## config.mk

```make
export PLATFORM = sky130hd
export DESIGN_NAME = touch_zone_navigation_decoder_top
export DESIGN_NICKNAME = d
export VERILOG_FILES = /design/src/hw/rtl/tzn_pkg.sv /design/src/hw/rtl/tzn_front.sv /design/src/hw/rtl/tzn_queue.sv /design/src/hw/rtl/tzn_back.sv /design/src/hw/rtl/touch_zone_navigation_decoder_top.sv
export VERILOG_INCLUDE_DIRS = /design/src /design/src/hw/rtl
export SDC_FILE = /design/constraint.sdc
export NUM_CORES = 1
export LEC_CHECK = 0
export CAP_MARGIN = 20
export CORE_UTILIZATION = 40
export DETAILED_ROUTE_END_ITERATION = 10
export DONT_BUFFER_PORTS = 1
export PLACE_DENSITY = 0.64
export REMOVE_ABC_BUFFERS = 1
export SLEW_MARGIN = 20
export SYNTH_ARGS = -nofsm -noshare
export SYNTH_HDL_FRONTEND = slang
export SYNTH_SLANG_ARGS = --single-unit
```

## constraint.sdc

```tcl
create_clock -name clk -period 7.2 [get_ports clk]
set_input_delay 1.44 -clock clk [delete_from_list [all_inputs] [get_ports clk]]
set_output_delay 1.44 -clock clk [all_outputs]
set_load 0.005 [all_outputs]
```

## src/hw/rtl/touch_zone_navigation_decoder_top_assert.svh

```systemverilog
// assertion macros for the decoder top
`ifndef TOUCH_ZONE_NAVIGATION_DECODER_TOP_ASSERT_SVH
`define TOUCH_ZONE_NAVIGATION_DECODER_TOP_ASSERT_SVH

// condition must hold at every clock edge outside reset
`define TZN_ASSERT_ALWAYS(label, cond, msg) \
	label: assert property (@(posedge clk) disable iff (!arst_n) (cond)) else $error(msg);

// consequent must hold in the same cycle as the antecedent
`define TZN_ASSERT_IMPL(label, ante, cons, msg) \
	label: assert property (@(posedge clk) disable iff (!arst_n) (ante) |-> (cons)) \
		else $error(msg);

`endif

```

## src/hw/rtl/tzn_pkg.sv

```systemverilog
`default_nettype none
package tzn_pkg;

	// direction codes
	typedef enum logic [2:0] {
		NAV_NONE  = 3'd0,
		NAV_BACK  = 3'd1,
		NAV_UP    = 3'd2,
		NAV_PRESS = 3'd3,
		NAV_DOWN  = 3'd4
	} dir_t;

	// register indexes on the config port
	localparam logic [2:0] REG_CAL_X_MIN      = 3'd0;
	localparam logic [2:0] REG_CAL_X_MAX      = 3'd1;
	localparam logic [2:0] REG_CAL_Y_MIN      = 3'd2;
	localparam logic [2:0] REG_CAL_Y_MAX      = 3'd3;
	localparam logic [2:0] REG_SWAP_AXES      = 3'd4;
	localparam logic [2:0] REG_FLIP_BOTH      = 3'd5;
	localparam logic [2:0] REG_RELEASE_MISSES = 3'd6;

	localparam int RAW_W     = 12;
	localparam int SUM_W     = 14;
	localparam int RECIP_SH  = 17;
	localparam int ADDR_W    = 5;
	localparam int Q_DEPTH   = 2;
	localparam int Q_LVL_W   = 2;

	typedef struct packed {
		logic [RAW_W-1:0] x_min;
		logic [RAW_W-1:0] x_max;
		logic [RAW_W-1:0] y_min;
		logic [RAW_W-1:0] y_max;
		logic             swap;
		logic             flip;
		logic [7:0]       release_misses;
	} cfg_t;

	// classified poll: axis a feeds screen x, axis b feeds screen y
	typedef struct packed {
		logic             hit;
		logic [RAW_W-1:0] num_a;
		logic [RAW_W-1:0] span_a;
		logic [RAW_W-1:0] num_b;
		logic [RAW_W-1:0] span_b;
	} entry_t;

endpackage
`default_nettype wire

```

## src/hw/rtl/tzn_front.sv

```systemverilog
`default_nettype none
module tzn_front #(
	parameter int SAMPLES_PER_AXIS = 3
) (
	input  wire logic                        clk,
	input  wire logic                        arst_n,
	input  wire tzn_pkg::cfg_t               cfg,
	input  wire logic                        in_valid,
	output logic                             in_ready,
	input  wire logic                        pen_down,
	input  wire logic [tzn_pkg::RAW_W-1:0]   raw_x0,
	input  wire logic [tzn_pkg::RAW_W-1:0]   raw_x1,
	input  wire logic [tzn_pkg::RAW_W-1:0]   raw_x2,
	input  wire logic [tzn_pkg::RAW_W-1:0]   raw_y0,
	input  wire logic [tzn_pkg::RAW_W-1:0]   raw_y1,
	input  wire logic [tzn_pkg::RAW_W-1:0]   raw_y2,
	output logic                             q_push,
	output tzn_pkg::entry_t                  q_entry,
	input  wire logic                        q_full
);
	localparam int SW = tzn_pkg::SUM_W;
	localparam int NS = (SAMPLES_PER_AXIS > 3) ? 3 : ((SAMPLES_PER_AXIS < 1) ? 1 : SAMPLES_PER_AXIS);
	localparam int RECIP = ((1 << tzn_pkg::RECIP_SH) + NS - 1) / NS;

	logic                             v_s1, v_s2;
	logic                             pen_s1, pen_s2;
	logic [SW-1:0]                    sum_x_s1, sum_y_s1;
	logic [tzn_pkg::RAW_W-1:0]        avg_x_s2, avg_y_s2;
	logic [SW-1:0]                    sum_x, sum_y;
	logic [31:0]                      prod_x, prod_y;
	logic                             adv_s1, hit;

	assign sum_x = SW'(raw_x0) + ((NS >= 2) ? SW'(raw_x1) : '0) + ((NS >= 3) ? SW'(raw_x2) : '0);
	assign sum_y = SW'(raw_y0) + ((NS >= 2) ? SW'(raw_y1) : '0) + ((NS >= 3) ? SW'(raw_y2) : '0);

	// floor divide by sample count as multiply by rounded-up reciprocal
	assign prod_x = 32'(sum_x_s1) * 32'(RECIP);
	assign prod_y = 32'(sum_y_s1) * 32'(RECIP);

	assign q_push   = v_s2 && !q_full;
	assign adv_s1   = !v_s2 || q_push;
	assign in_ready = !v_s1 || adv_s1;

	assign hit = pen_s2 &&
		(avg_x_s2 >= cfg.x_min) && (avg_x_s2 <= cfg.x_max) &&
		(avg_y_s2 >= cfg.y_min) && (avg_y_s2 <= cfg.y_max);

	always_comb begin
		q_entry.hit = hit;
		if (cfg.swap) begin
			q_entry.num_a  = avg_y_s2 - cfg.y_min;
			q_entry.span_a = cfg.y_max - cfg.y_min;
			q_entry.num_b  = avg_x_s2 - cfg.x_min;
			q_entry.span_b = cfg.x_max - cfg.x_min;
		end else begin
			q_entry.num_a  = avg_x_s2 - cfg.x_min;
			q_entry.span_a = cfg.x_max - cfg.x_min;
			q_entry.num_b  = avg_y_s2 - cfg.y_min;
			q_entry.span_b = cfg.y_max - cfg.y_min;
		end
	end

	always_ff @(posedge clk or negedge arst_n) begin
		if (!arst_n) begin
			v_s1 <= 1'b0;
			v_s2 <= 1'b0;
		end else begin
			if (in_ready)
				v_s1 <= in_valid;
			if (adv_s1)
				v_s2 <= v_s1;
		end
	end

	always_ff @(posedge clk) begin
		if (in_valid && in_ready) begin
			pen_s1   <= pen_down;
			sum_x_s1 <= sum_x;
			sum_y_s1 <= sum_y;
		end
		if (adv_s1 && v_s1) begin
			pen_s2   <= pen_s1;
			avg_x_s2 <= prod_x[tzn_pkg::RECIP_SH +: tzn_pkg::RAW_W];
			avg_y_s2 <= prod_y[tzn_pkg::RECIP_SH +: tzn_pkg::RAW_W];
		end
	end

endmodule
`default_nettype wire

```

## src/hw/rtl/tzn_queue.sv

```systemverilog
`default_nettype none
module tzn_queue (
	input  wire logic                          clk,
	input  wire logic                          arst_n,
	input  wire logic                          push,
	input  wire tzn_pkg::entry_t               push_entry,
	output logic                               full,
	input  wire logic                          pop,
	output tzn_pkg::entry_t                    head,
	output logic                               not_empty,
	output logic [tzn_pkg::Q_LVL_W-1:0]        level
);
	tzn_pkg::entry_t                   mem_q [tzn_pkg::Q_DEPTH];
	logic                              wr_q, rd_q;
	logic [tzn_pkg::Q_LVL_W-1:0]       cnt_q;

	assign full      = (cnt_q == tzn_pkg::Q_LVL_W'(tzn_pkg::Q_DEPTH));
	assign not_empty = (cnt_q != '0);
	assign head      = mem_q[rd_q];
	assign level     = cnt_q;

	always_ff @(posedge clk or negedge arst_n) begin
		if (!arst_n) begin
			wr_q  <= 1'b0;
			rd_q  <= 1'b0;
			cnt_q <= '0;
		end else begin
			if (push)
				wr_q <= !wr_q;
			if (pop)
				rd_q <= !rd_q;
			if (push && !pop)
				cnt_q <= cnt_q + 1'b1;
			else if (pop && !push)
				cnt_q <= cnt_q - 1'b1;
		end
	end

	always_ff @(posedge clk) begin
		if (push)
			mem_q[wr_q] <= push_entry;
	end

endmodule
`default_nettype wire

```

## src/hw/rtl/tzn_back.sv

```systemverilog
`default_nettype none
module tzn_back #(
	parameter int SCREEN_WIDTH  = 320,
	parameter int SCREEN_HEIGHT = 240
) (
	input  wire logic              clk,
	input  wire logic              arst_n,
	input  wire tzn_pkg::cfg_t     cfg,
	input  wire logic              q_not_empty,
	input  wire tzn_pkg::entry_t   q_head,
	output logic                   q_pop,
	output logic                   out_valid,
	input  wire logic              out_ready,
	output logic [2:0]             direction,
	output logic                   touched,
	output logic [8:0]             touch_x,
	output logic [7:0]             touch_y
);
	localparam int XW = $clog2(SCREEN_WIDTH);
	localparam int YW = $clog2(SCREEN_HEIGHT);
	localparam int QW = (XW > YW) ? XW : YW;
	localparam int DW = tzn_pkg::RAW_W + QW;
	localparam int CW = $clog2(QW);
	localparam int BACK_LIM  = SCREEN_WIDTH / 4;
	localparam int UP_LIM    = SCREEN_HEIGHT / 3;
	localparam int PRESS_LIM = (SCREEN_HEIGHT / 3) * 2;

	typedef enum logic [1:0] {ST_IDLE, ST_MUL, ST_DIV, ST_DONE} state_t;

	state_t                      state_q;
	tzn_pkg::dir_t               dir_q, dir_new;
	logic [7:0]                  miss_q, miss_inc;
	logic [XW-1:0]               last_x_q, tx_c, tx_f;
	logic [YW-1:0]               last_y_q, ty_c, ty_f;
	logic                        out_valid_q, touched_q, out_set;
	logic [CW-1:0]               cnt_q;

	tzn_pkg::entry_t             ent_q;
	logic [tzn_pkg::RAW_W-1:0]   rem_a_q, rem_b_q, rem_a_n, rem_b_n;
	logic [QW-1:0]               lo_a_q, lo_b_q;
	logic [tzn_pkg::RAW_W:0]     t_a, t_b;
	logic                        ge_a, ge_b, take;
	logic [DW-1:0]               prod_a, prod_b;
	logic [XW-1:0]               q_x;
	logic [YW-1:0]               q_y;
	logic [31:0]                 x32, y32;

	assign take  = !out_valid_q || out_ready;
	assign q_pop = (state_q == ST_IDLE) && q_not_empty && take;

	// a result is produced by a popped miss or a finished touch
	assign out_set = (q_pop && !q_head.hit) || (state_q == ST_DONE);

	// scaled offsets, the dividends of the two mappings
	assign prod_a = DW'(32'(ent_q.num_a) * 32'(SCREEN_WIDTH - 1));
	assign prod_b = DW'(32'(ent_q.num_b) * 32'(SCREEN_HEIGHT - 1));

	// one restoring divide step per axis
	always_comb begin
		t_a = {rem_a_q, lo_a_q[QW-1]};
		t_b = {rem_b_q, lo_b_q[QW-1]};
		ge_a = (t_a >= {1'b0, ent_q.span_a});
		ge_b = (t_b >= {1'b0, ent_q.span_b});
		rem_a_n = ge_a ? tzn_pkg::RAW_W'(t_a - {1'b0, ent_q.span_a}) : t_a[tzn_pkg::RAW_W-1:0];
		rem_b_n = ge_b ? tzn_pkg::RAW_W'(t_b - {1'b0, ent_q.span_b}) : t_b[tzn_pkg::RAW_W-1:0];
	end

	// clamp, flip and zone pick
	always_comb begin
		q_x = (ent_q.span_a == '0) ? '0 : lo_a_q[XW-1:0];
		q_y = (ent_q.span_b == '0) ? '0 : lo_b_q[YW-1:0];
		tx_c = (32'(q_x) >= 32'(SCREEN_WIDTH))  ? XW'(SCREEN_WIDTH - 1)  : q_x;
		ty_c = (32'(q_y) >= 32'(SCREEN_HEIGHT)) ? YW'(SCREEN_HEIGHT - 1) : q_y;
		tx_f = cfg.flip ? XW'(SCREEN_WIDTH - 1) - tx_c : tx_c;
		ty_f = cfg.flip ? YW'(SCREEN_HEIGHT - 1) - ty_c : ty_c;
		if (32'(tx_f) < 32'(BACK_LIM))
			dir_new = tzn_pkg::NAV_BACK;
		else if (32'(ty_f) < 32'(UP_LIM))
			dir_new = tzn_pkg::NAV_UP;
		else if (32'(ty_f) < 32'(PRESS_LIM))
			dir_new = tzn_pkg::NAV_PRESS;
		else
			dir_new = tzn_pkg::NAV_DOWN;
	end

	assign miss_inc = (miss_q == 8'hFF) ? miss_q : miss_q + 8'd1;

	always_ff @(posedge clk or negedge arst_n) begin
		if (!arst_n) begin
			state_q     <= ST_IDLE;
			dir_q       <= tzn_pkg::NAV_NONE;
			miss_q      <= '0;
			last_x_q    <= '0;
			last_y_q    <= '0;
			out_valid_q <= 1'b0;
			touched_q   <= 1'b0;
			cnt_q       <= '0;
		end else begin
			if (out_set)
				out_valid_q <= 1'b1;
			else if (out_ready)
				out_valid_q <= 1'b0;
			case (state_q)
				ST_IDLE: begin
					if (q_pop) begin
						if (q_head.hit) begin
							state_q <= ST_MUL;
						end else begin
							miss_q      <= miss_inc;
							if (miss_inc >= cfg.release_misses)
								dir_q <= tzn_pkg::NAV_NONE;
							touched_q   <= 1'b0;
						end
					end
				end
				ST_MUL: begin
					cnt_q   <= CW'(QW - 1);
					state_q <= ST_DIV;
				end
				ST_DIV: begin
					if (cnt_q == '0)
						state_q <= ST_DONE;
					else
						cnt_q <= cnt_q - 1'b1;
				end
				ST_DONE: begin
					miss_q      <= '0;
					dir_q       <= dir_new;
					last_x_q    <= tx_f;
					last_y_q    <= ty_f;
					touched_q   <= 1'b1;
					state_q     <= ST_IDLE;
				end
				default: state_q <= ST_IDLE;
			endcase
		end
	end

	always_ff @(posedge clk) begin
		if (q_pop)
			ent_q <= q_head;
		if (state_q == ST_MUL) begin
			rem_a_q <= prod_a[DW-1:QW];
			rem_b_q <= prod_b[DW-1:QW];
			lo_a_q  <= prod_a[QW-1:0];
			lo_b_q  <= prod_b[QW-1:0];
		end else if (state_q == ST_DIV) begin
			rem_a_q <= rem_a_n;
			rem_b_q <= rem_b_n;
			lo_a_q  <= {lo_a_q[QW-2:0], ge_a};
			lo_b_q  <= {lo_b_q[QW-2:0], ge_b};
		end
	end

	assign x32       = 32'(last_x_q);
	assign y32       = 32'(last_y_q);
	assign out_valid = out_valid_q;
	assign direction = dir_q;
	assign touched   = touched_q;
	assign touch_x   = x32[8:0];
	assign touch_y   = y32[7:0];

endmodule
`default_nettype wire

```

## src/hw/rtl/touch_zone_navigation_decoder_top.sv

```systemverilog
// touch zone navigation decoder
// input channel: one request per touch poll (pen_down plus three raw x and
// three raw y converter samples), taken when in_valid and in_ready are high
// output channel: exactly one result per request, in order (direction,
// touched, touch_x, touch_y), taken when out_valid and out_ready are high
// config: apb-style port, registers at byte address 4*index, pready tied high
// path: a request passes the two front stages and the queue; a missed poll
// (pen up or outside the window) gets its result registered when it is popped,
// a touch after the multiply, divide and done states of the back end
// throughput: the front end averages and classifies at one request a cycle
// while the queue is not full; the back end takes one request at a time and
// holds a touch in the shift and subtract divider that maps both axes in
// parallel
// a two-entry queue sits between front and back
// reset clears the direction to none, the miss count and last position to
// zero, and loads the calibration registers with their defaults
// a stalled receiver holds the result; the back end waits, the queue and the
// two front stages fill, and only then in_ready drops
`default_nettype none
`include "touch_zone_navigation_decoder_top_assert.svh"
module touch_zone_navigation_decoder_top #(
	parameter int SCREEN_WIDTH     = 320,
	parameter int SCREEN_HEIGHT    = 240,
	parameter int SAMPLES_PER_AXIS = 3
) (
	input  wire logic                         clk,
	input  wire logic                         arst_n,
	// poll requests
	input  wire logic                         in_valid,
	output logic                              in_ready,
	input  wire logic                         pen_down,
	input  wire logic [11:0]                  raw_x0,
	input  wire logic [11:0]                  raw_x1,
	input  wire logic [11:0]                  raw_x2,
	input  wire logic [11:0]                  raw_y0,
	input  wire logic [11:0]                  raw_y1,
	input  wire logic [11:0]                  raw_y2,
	// results
	output logic                              out_valid,
	input  wire logic                         out_ready,
	output logic [2:0]                        direction,
	output logic                              touched,
	output logic [8:0]                        touch_x,
	output logic [7:0]                        touch_y,
	// config port
	input  wire logic                         psel,
	input  wire logic                         penable,
	input  wire logic                         pwrite,
	input  wire logic [tzn_pkg::ADDR_W-1:0]   paddr,
	input  wire logic [31:0]                  pwdata,
	output logic [31:0]                       prdata,
	output logic                              pready
);
	tzn_pkg::cfg_t                    cfg_q;
	logic [2:0]                       reg_idx;
	logic                             cfg_wr;

	logic                             q_push, q_full, q_pop, q_not_empty;
	tzn_pkg::entry_t                  q_in, q_head;
	logic [tzn_pkg::Q_LVL_W-1:0]      q_level;

	// register file, word addressed
	assign pready  = 1'b1;
	assign reg_idx = paddr[tzn_pkg::ADDR_W-1:2];
	assign cfg_wr  = psel && penable && pwrite;

	always_ff @(posedge clk or negedge arst_n) begin
		if (!arst_n) begin
			cfg_q.x_min          <= 12'd200;
			cfg_q.x_max          <= 12'd3900;
			cfg_q.y_min          <= 12'd200;
			cfg_q.y_max          <= 12'd3900;
			cfg_q.swap           <= 1'b0;
			cfg_q.flip           <= 1'b0;
			cfg_q.release_misses <= 8'd3;
		end else if (cfg_wr) begin
			case (reg_idx)
				tzn_pkg::REG_CAL_X_MIN:      cfg_q.x_min          <= pwdata[11:0];
				tzn_pkg::REG_CAL_X_MAX:      cfg_q.x_max          <= pwdata[11:0];
				tzn_pkg::REG_CAL_Y_MIN:      cfg_q.y_min          <= pwdata[11:0];
				tzn_pkg::REG_CAL_Y_MAX:      cfg_q.y_max          <= pwdata[11:0];
				tzn_pkg::REG_SWAP_AXES:      cfg_q.swap           <= pwdata[0];
				tzn_pkg::REG_FLIP_BOTH:      cfg_q.flip           <= pwdata[0];
				tzn_pkg::REG_RELEASE_MISSES: cfg_q.release_misses <= pwdata[7:0];
				default: ;
			endcase
		end
	end

	// read back
	always_comb begin
		case (reg_idx)
			tzn_pkg::REG_CAL_X_MIN:      prdata = 32'(cfg_q.x_min);
			tzn_pkg::REG_CAL_X_MAX:      prdata = 32'(cfg_q.x_max);
			tzn_pkg::REG_CAL_Y_MIN:      prdata = 32'(cfg_q.y_min);
			tzn_pkg::REG_CAL_Y_MAX:      prdata = 32'(cfg_q.y_max);
			tzn_pkg::REG_SWAP_AXES:      prdata = 32'(cfg_q.swap);
			tzn_pkg::REG_FLIP_BOTH:      prdata = 32'(cfg_q.flip);
			tzn_pkg::REG_RELEASE_MISSES: prdata = 32'(cfg_q.release_misses);
			default:                     prdata = '0;
		endcase
	end

	// front end: sum, average, window check, axis swap
	tzn_front #(
		.SAMPLES_PER_AXIS(SAMPLES_PER_AXIS)
	) u_front (
		.clk      (clk),
		.arst_n   (arst_n),
		.cfg      (cfg_q),
		.in_valid (in_valid),
		.in_ready (in_ready),
		.pen_down (pen_down),
		.raw_x0   (raw_x0),
		.raw_x1   (raw_x1),
		.raw_x2   (raw_x2),
		.raw_y0   (raw_y0),
		.raw_y1   (raw_y1),
		.raw_y2   (raw_y2),
		.q_push   (q_push),
		.q_entry  (q_in),
		.q_full   (q_full)
	);

	// decouples classification from the divider
	tzn_queue u_queue (
		.clk        (clk),
		.arst_n     (arst_n),
		.push       (q_push),
		.push_entry (q_in),
		.full       (q_full),
		.pop        (q_pop),
		.head       (q_head),
		.not_empty  (q_not_empty),
		.level      (q_level)
	);

	// back end: mapping divide, clamp, flip, zone and release tracking
	tzn_back #(
		.SCREEN_WIDTH  (SCREEN_WIDTH),
		.SCREEN_HEIGHT (SCREEN_HEIGHT)
	) u_back (
		.clk         (clk),
		.arst_n      (arst_n),
		.cfg         (cfg_q),
		.q_not_empty (q_not_empty),
		.q_head      (q_head),
		.q_pop       (q_pop),
		.out_valid   (out_valid),
		.out_ready   (out_ready),
		.direction   (direction),
		.touched     (touched),
		.touch_x     (touch_x),
		.touch_y     (touch_y)
	);

	// a touch always selects a zone
	`TZN_ASSERT_IMPL(a_touch_has_dir, out_valid && touched, direction != tzn_pkg::NAV_NONE, "touch without direction")
	// queue never holds more than its depth
	`TZN_ASSERT_ALWAYS(a_q_level, q_level <= tzn_pkg::Q_LVL_W'(tzn_pkg::Q_DEPTH), "queue overflow")
	// no push into a full queue
	`TZN_ASSERT_IMPL(a_no_push_full, q_push, !q_full, "push while queue full")
	// no pop from an empty queue
	`TZN_ASSERT_IMPL(a_no_pop_empty, q_pop, q_not_empty, "pop while queue empty")

endmodule
`default_nettype wire
```

==> impl_metrics.yaml <==
floorplan:
  die_width_um: 276.7
  num_rows: 100
  pin_count: 173
  design.core.area_um2: 74570
  initial_core_util_pct: 40.47
  vertical_die_dimension_um: 276.7
  die_outline_area_um2: 76550
logic_synthesis:
  ys_seq_elements: 342
  synth_cell_type_count: 79
  ys.flop_type: "edfxtp_1"
  synth_top_cell_area_share_pct: 23.98
  yosysWarningCount: 0
  cell_area_after_synthesis_um2: 30180
  postSynthAreaPerCell_um2: 10.72
  yosysSeqAreaShare_pct: 32.44
  synth_most_common_cell: "inv_1"
  synthTopCellsByArea: "edfxtp_1 (24%), ha_1 (18%), fa_1 (13%)"
  synth_edf_count: 241
  synth_common_cells: "inv_1 (441), ha_1 (439), edfxtp_1 (241), fa_1 (203), nand2_1 (173)"
  synthArstFlopShare_pct: 29.24
  syn_inst: 2816
  synthDominantAreaCellType: "edfxtp_1"
detailed_routing:
  antenna_left: 0
  drt-total-wl_mm: 60.56
  drtPass1Iterations: 5
  route.detailed.wl_per_inst_um: 15.86
  drt_drc_violations_left: 0
  starting_drt_drc_count: 869
  dr_total_vias: 19210
  via_per_inst: 5.029
global_routing:
  grt_remaining_overflow: 0
  grt_antenna_before_repair: 0
  grtUsageTotal_pct: 15.97
  pin_count_of_the_biggest_net_entering_global_routing: 101
  number_of_global_route_vias_before_repair: 19590
  grt_first_pass_wirelength_mm: 98.88
timing:
  timing.clock.skew_ps: 22.50
  final_max_slew_viol_count: 0
  finalHoldViolations: 0
  rsz0062_at_grt: "no"
  worst_slew_margin_relative_to_its_limit_pct: 30.49
  finalSetupTns_ps: 0
  worst_pin_slew_ps: 1043
  fin_crit_sh_pct: 80.21
  post-route-min-period_ps: 5775
  fmax_mhz: 173.2
  finalSetupViolCount: 0
clock_network:
  cts.sink_count: 342
  clk_path_buf_depth: 3
  clock_tree_from_tritoncts: "yes"
  clock_transition_time_at_the_flip_flop_clock_pins_of_the_worst_setup_and_hold_paths_ps: 50
  cts.repair.resized: 0
  numCtsBuffers: 38
  ctsRootBufferMaster: "clkbuf_16"
  worst_skew_pair.late_latency_ps: 570
  h_tree_depth: 2
  cts_post_setup_buffers_inserted: 0
  cts-hold-fix-buffers: 0
finish:
  stdcell_area_um2: 32580
  design.final.nets: 3579
  filler_cell_count: 7019
  antenna_cells_inserted: 0
  layout-drive-gt1-share_pct: 8.667
  layout-area-overhead-vs-synth_pct: 7.969
worst_setup_path:
  timing.setup.critical_path_class: "register to register"
  cp_max_fo: 5
  timing.critical_path.from_type: "register"
  critPathArrivalTime_ps: 6070
  worst_ep_required_time_ps: 7500
  capturing_element_type_of_the_critical_path: "register"
placed_design:
  dp_hpwl_mm: 48.50
  port_buffers: 0
  detailed_place.area_um2: 31250
  globalplace.congestion: 0.9079
worst_hold_path:
  hold_path_class: "register to register"
run:
  cap_viol_max_count: 0
run_status:
  status: "finished, final reports clean"
## cell type report
class | count | area (um2) | area share, %
multi-input combinational | 1982 | 18480 | 56.72
clock buffer | 46 | 1002 | 3.076
clock inverter | 24 | 335.3 | 1.029
timing repair buffer | 13 | 97.59 | 0.2995
tap | 969 | 1212 | 3.721
sequential | 342 | 9791 | 30.05
inverter | 443 | 1663 | 5.103
## placed cells by master (no fill, tap or decap), types with 52 or more instances in the layout
| cell type | instances |
|---|---|
| o21ai_0 | 81 |
| edfxtp_1 | 241 |
| nand2_1 | 173 |
| mux2_2 | 111 |
| fa_1 | 203 |
| xnor2_1 | 123 |
| ha_1 | 437 |
| xor2_1 | 53 |
| nor2_1 | 115 |
| o21ai_1 | 52 |
| inv_1 | 441 |
| dfrtp_1 | 75 |
| a21oi_1 | 132 |
| a21o_1 | 53 |
## per-layer routing
metal  vias up  global-route usage (%)  routed length, um
met1      9183                   20.46              27660
met4         0                   4.088               1238
met3        76                   2.860               2636
li1       9654                       -                  -
met2       293                   27.74              29020
met5         -                       0                  0
## worst paths after layout
path	from	end	slack, ps	depth (start not counted)
max in group asynchronous	arst_n	cfg_q[1]$_DFFE_PN1P_	6310	0
worst min register to register	u_front.pen_s1$_DFFE_PP_	u_front.pen_s2$_DFFE_PP_	480	0
min in group asynchronous	arst_n	u_back.touch_y[3]$_DFFE_PN0P_	570	0
worst min-delay path	u_front.pen_s1$_DFFE_PP_	u_front.pen_s2$_DFFE_PP_	480	0
worst max register to register	u_front.sum_y_s1[12]$_DFFE_PP_	u_front.avg_y_s2[11]$_DFFE_PP_	1430	18
worst max-delay path	u_front.sum_y_s1[12]$_DFFE_PP_	u_front.avg_y_s2[11]$_DFFE_PP_	1430	18
## flip-flops by register name (all words and copies together), names as in the netlist, 3 cells and up
signal and flops:
u_back.cnt_q 4, u_back.rem_b_q 12, u_back.lo_b_q 9, u_back.direction 3
u_back.miss_q 8, u_front.avg_x_s2 12, u_front.sum_y_s1 14, u_front.avg_y_s2 12
cfg_q 58, u_back.touch_y 8, u_front.sum_x_s1 14, u_back.touch_x 9
u_back.ent_q 48, u_back.rem_a_q 12, u_back.lo_a_q 9, u_queue.mem_q 98
## cells by family (layout without fill, tap and decap cells)
| kind of cell | count (synthesis) | in the layout | share of synthesized area [%] |
|---|---|---|---|
| XOR/XNOR | 176 | 176 | 5.108 |
| flip-flops | 342 | 342 | 32.44 |
| AND/OR/NAND/NOR | 515 | 515 | 8.114 |
| multiplexers | 159 | 159 | 6.252 |
| other | 2 | 21 | 0.02489 |
| AO/OA/AOI/OAI | 469 | 469 | 9.752 |
| buffers and inverters | 511 | 526 | 6.642 |
| adder cells (fa/ha/maj) | 642 | 642 | 31.67 |
## critical path: stages (launching register included)
cell and delay, ps:
edfxtp_1 480, ha_1 320, inv_1 50, fa_1 530, inv_1 60, fa_1 530, fa_1 450, fa_1 590
fa_1 430, ha_1 330, a22oi_1 150, o211ai_1 110, a31oi_1 150, a21oi_1 140, a31oi_1 470, o211ai_1 210
a31o_2 280, a21oi_1 170, xnor2_1 70
## stage by stage
step / hold slack (ps) / setup slack, ps / cells / utilization [%]
after floorplan: 400.3 / 1834 / 2767 / -
after global placement: 465.4 / 1361 / 3749 / 41.90
after detailed placement: 465.4 / 1350 / 3749 / 41.90
after CTS: 480.4 / 1347 / 3819 / 43.69
after global routing: 516.6 / 1028 / 3819 / 43.69
final: 476.2 / 1425 / 3819 / 43.69
Power is not shown: default switching activity piles up to over one toggle a cycle in this logic, so the estimate is an artifact.
